==> config.mk <==
export PLATFORM = sky130hd
export DESIGN_NAME = rb2d_mul
export DESIGN_NICKNAME = d
export VERILOG_FILES = /design/src/rtl/rigid_body_2d_integrator_assert.svh /design/src/rtl/rb2d_pkg.sv /design/src/rtl/rb2d_mul.sv
export SDC_FILE = /design/constraint.sdc
export NUM_CORES = 2
export LEC_CHECK = 0
export CORE_MARGIN = 5
export CORE_UTILIZATION = 52
export DETAILED_ROUTE_END_ITERATION = 16
export DONT_BUFFER_PORTS = 1
export GPL_ROUTABILITY_DRIVEN = 1
export GPL_TIMING_DRIVEN = 0
export PLACE_DENSITY = 0.7
export SYNTH_ARGS = -nofsm -noshare
export SYNTH_HDL_FRONTEND = slang
export SYNTH_SLANG_ARGS = --single-unit
==> constraint.sdc <==
create_clock -name clk -period 17.38 [get_ports clk]
set_input_delay 3.476 -clock clk [delete_from_list [all_inputs] [get_ports clk]]
set_output_delay 3.476 -clock clk [all_outputs]
set_load 0.02 [all_outputs]
==> src/rtl/rigid_body_2d_integrator_assert.svh <==
// ---------------------------------------------------------------------------
// Rigid body integrator assertion macros
// Concurrent assertion wrappers that compile away for synthesis.
// ---------------------------------------------------------------------------
`ifndef RIGID_BODY_2D_INTEGRATOR_ASSERT_SVH
`define RIGID_BODY_2D_INTEGRATOR_ASSERT_SVH
`ifndef SYNTHESIS
`define RB2D_ASSERT_IMP(name, clk, rstn, ante, cons) \
	name: assert property (@(posedge clk) disable iff (!rstn) (ante) |-> (cons)) \
	else $error("rb2d assertion failed");
`define RB2D_ASSERT_NXT(name, clk, rstn, ante, cons) \
	name: assert property (@(posedge clk) disable iff (!rstn) (ante) |=> (cons)) \
	else $error("rb2d assertion failed");
`else
`define RB2D_ASSERT_IMP(name, clk, rstn, ante, cons)
`define RB2D_ASSERT_NXT(name, clk, rstn, ante, cons)
`endif
`endif

==> src/rtl/rb2d_pkg.sv <==
// ---------------------------------------------------------------------------
// Rigid body integrator package
// Shared types, operation codes and saturation helpers.
// ---------------------------------------------------------------------------
package rb2d_pkg;
	localparam int FRAC_BITS_DEF = 16;
	localparam int WIDE_W = 67;

	typedef enum logic [3:0] {
		OP_FORCE       = 4'd0,
		OP_FORCE_AT    = 4'd1,
		OP_TORQUE      = 4'd2,
		OP_IMPULSE     = 4'd3,
		OP_IMPULSE_AT  = 4'd4,
		OP_STEP        = 4'd5,
		OP_SLEEP_TICK  = 4'd6,
		OP_CORRECT     = 4'd7,
		OP_LOAD        = 4'd8
	} op_t;

	typedef enum logic [2:0] {
		REG_INV_MASS    = 3'd0,
		REG_INV_INERTIA = 3'd1,
		REG_GRAV_SCALE  = 3'd2,
		REG_GRAV_EN     = 3'd3,
		REG_SLEEP_V2    = 3'd4,
		REG_SLEEP_W     = 3'd5,
		REG_SLEEP_TIME  = 3'd6
	} reg_idx_t;

	typedef enum logic [1:0] {
		ST_IDLE,
		ST_RUN,
		ST_FIN
	} state_t;

	function automatic logic signed [31:0] sat_s32(input logic signed [67:0] v);
		logic signed [31:0] r;
		if (v > 68'sh0_0000_0000_7FFF_FFFF)
			r = 32'sh7FFF_FFFF;
		else if (v < -68'sh0_0000_0000_8000_0000)
			r = -32'sh8000_0000;
		else
			r = v[31:0];
		return r;
	endfunction

	function automatic logic signed [31:0] add_s32(input logic signed [31:0] a,
			input logic signed [32:0] b);
		return sat_s32(68'(a) + 68'(b));
	endfunction
endpackage

==> src/rtl/rb2d_mul.sv <==
// ---------------------------------------------------------------------------
// Rigid body shared multiplier
// Registered signed multiply with round-half-up rescale and saturation.
// ---------------------------------------------------------------------------
module rb2d_mul #(
	parameter int FRAC_BITS = rb2d_pkg::FRAC_BITS_DEF
) (
	input  logic                                 clk,
	input  logic signed [32:0]                   a,
	input  logic signed [32:0]                   b,
	output logic signed [rb2d_pkg::WIDE_W-1:0]   wide,
	output logic signed [31:0]                   sat
);
	import rb2d_pkg::*;

	logic signed [65:0]       prod_s1;
	logic signed [WIDE_W-1:0] rnd;

	always_ff @(posedge clk) begin
		prod_s1 <= a * b;
	end

	// Arithmetic shift floors, which with the added half gives round half up.
	assign rnd  = WIDE_W'(prod_s1) + (WIDE_W'(1) <<< (FRAC_BITS - 1));
	assign wide = rnd >>> FRAC_BITS;
	assign sat  = sat_s32(68'(wide));
endmodule

==> impl_results.md <==
* Run status: completed
* Core ar. at between 70000 and 80000 µm²
* Cell family contributing the most delay on the critical path: adder cells
* Standard-cell rows at between 100 and 150
* Worst path required time at between 15 and 20 ns
* CP max stage cell: sky130_fd_sc_hd__fa_2
* Dominant cell type by count on the critical path: sky130_fd_sc_hd__fa_1
* Max-cap check violation count at 0
* Gates resized, CTS repair at 0
* Number of distinct library cells after synthesis at 74
* Worst slew slack as a fraction of its limit at 5.94%
* Count of synthesis-stage warnings from yosys at 0
* Leading registers by flop count: prod_s1 (51)
* Delay contributed by the slowest stage of the critical path at approximately 0.92 ns
* Count of fill cells added during filler insertion at between 7000 and 8000
* Via count of the first global-routing pass at 33463
* Fmax at around 80 MHz
* Most frequent cells in the layout: 1143 x sky130_fd_sc_hd__fa_1, 1136 x sky130_fd_sc_hd__inv_1, 558 x sky130_fd_sc_hd__and2_1
* Share of layout cells above drive strength 1 at between 1 and 1.5%
* Router iterations before antenna repair at 6
* Post-layout net count at 5867
* Final critical-path share of the clock period at between 70 and 80%
* Number of synthesized register bits at 51
* Antenna violation net count after detailed routing at 0
* CTS H-tree depth at 2
* Starting Density at 52.2%
* Setup violators final at 0
* Detailed Route WL at 145000 µm
* Overall Global Routing Usage at 34.8%
* Count of hold buffers inserted by post-cts repair at 0
* Die height at 291 µm
* Area growth from synthesis to layout at 3.74%
* Post-CTS Setup Bufs at 0
* CTS tree: done
* Overflow left after global routing at 0
* Instance count of the mapped netlist at approximately 4400
* Seq/Total Area, Yosys at 2.49%
* Width of the chip at between 200 and 300 µm
* Synthesized netlist net count at about 5900
* Worst path bufs/invs at 5
* Largest register FFs at 51
* Asr flop ratio synth at 0%
* Iter 0 DRT Violations at 2793
* Final Hold Viols at 0
* Clock root buffer: sky130_fd_sc_hd__clkbuf_16
* Largest register by flop count: prod_s1
* Aggregate negative setup slack at 0 ns
* Weighted congestion at the end of routability-driven global placement at 1.02
* Initial antenna violation count at 16
* Detailed placer's ending HPWL at 123000 µm
* Detailed-route via count at 31077
* Unrepaired setup endpoints after global routing: no
* Count of port buffers added during placement at 0
* Combined area of all synthesized cells at approximately 41000 µm²
* Commonest non-fill, non-tap cell in the layout: sky130_fd_sc_hd__fa_1
* Crit path time final at 12.63 ns
* Yosys top cell by area: sky130_fd_sc_hd__fa_1
* Kind of launch point of the worst setup path: input pin
* Average wire per standard cell at 26.3 µm
* Count of pins on the block boundary at 166
* Proportion of netlist area held by the largest area contributor at about 56%
* Clock buffer depth at 2
* Area of the die at between 80000 and 90000 µm²
* WS Path Type: in -> reg
* Capturing element type of the critical path: flip-flop
* Actual slew at the worst max-slew pin at ~1.4 ns
* Post-synthesis average cell area at 9.24 µm²
* Top post-synthesis cells by area: sky130_fd_sc_hd__fa_1 56%, sky130_fd_sc_hd__inv_1 10%, sky130_fd_sc_hd__and2_1 8.5%
* Number of enable-type register cells in the synthesized netlist at 0
* Pin count of the biggest net entering global routing at 27
* Worst path arrival time at 12.80 ns
* Maximum fanout count along the critical path at 11
* CTS clk-pin slew, worst paths at 0.07 ns
* Class of the worst hold path: in -> reg
* Dominant register cell in the synthesized netlist: sky130_fd_sc_hd__dfxtp_1
* Detailed-route DRC error count at 0
* Global-route wire length before repair at 215000 µm
* Routed vias/inst at ~5.6
* CTS Buf Count at 5
* Number of clock sinks at between 50 and 60
* Final number of max-transition violations at 0
-- per-stage QoR --
step	cell area (µm²)	setup slack (ns)	utilization, %	hold WS [ns]	std cells
final	42500	4.75	54.1	3.84	5516
after global routing	42500	4.41	54.1	3.92	5499
after CTS	42500	4.87	54.0	3.84	5493
after detailed placement	42300	4.57	53.8	4.00	5486
after global placement	42300	4.27	53.8	3.99	5486
after floorplan	41000	6.31	-	3.97	4436
-- logic make-up (layout without fill, tap and decap cells) --
kind of cell	after synthesis	count (layout)	share of synthesized area [%]
multiplexers	2	2	0.0488
AND/OR/NAND/NOR	1324	1324	16.5
other	0	23	0
AO/OA/AOI/OAI	212	212	3.37
buffers and inverters	1375	1382	12.8
flip-flops	51	51	2.49
XOR/XNOR	115	115	2.47
adder cells (fa/ha/maj)	1357	1357	62.3
-- cell type report --
type / count / area, µm² / share of cell area (%)
Tap cell: 1050 / 1310 / 3.09
Clock inverter: 1 / 30.0 / 0.0706
Buffer: 238 / 976 / 2.29
Sequential cell: 51 / 1020 / 2.40
Antenna cell: 23 / 57.6 / 0.135
Clock buffer: 6 / 129 / 0.303
Inverter: 1137 / 4270 / 10.0
Multi-Input combinational cell: 3010 / 34700 / 81.7
-- Yosys cell counts, types with 14 or more instances --
master,count
sky130_fd_sc_hd__nand3_1,39
sky130_fd_sc_hd__xor2_1,39
sky130_fd_sc_hd__clkbuf_1,209
sky130_fd_sc_hd__a21oi_1,92
sky130_fd_sc_hd__fa_1,1144
sky130_fd_sc_hd__a21o_1,29
sky130_fd_sc_hd__o21ai_0,29
sky130_fd_sc_hd__ha_1,213
sky130_fd_sc_hd__nand4_1,23
sky130_fd_sc_hd__and3_1,14
sky130_fd_sc_hd__dfxtp_1,51
sky130_fd_sc_hd__buf_4,17
sky130_fd_sc_hd__nor2_1,64
sky130_fd_sc_hd__inv_1,1136
sky130_fd_sc_hd__xnor2_1,75
sky130_fd_sc_hd__nand2_1,555
sky130_fd_sc_hd__and2_1,558
-- metal layers --
metal / vias to the layer above / global-route usage [%] / share of wire, % / wire (µm)
li1: 12695 / - / - / -
met1: 15950 / 43.2 / 35 / 51200
met2: 1875 / 54.0 / 45 / 64700
met3: 555 / 7.99 / 10 / 15200
met4: 2 / 24.7 / 9.7 / 14100
met5: - / 0 / 0.0089 / 13
-- path summary, 6_finish.rpt --
path	endpoint	slack (ns)	cells past startpoint	start
worst min-delay path	prod_s1[15]$_DFF_P_	3.84	5	b[0]
worst max-delay path	prod_s1[65]$_DFF_P_	4.75	25	a[32]
Power is not shown: default switching activity piles up to over one toggle a cycle in this logic, so the estimate is an artifact.
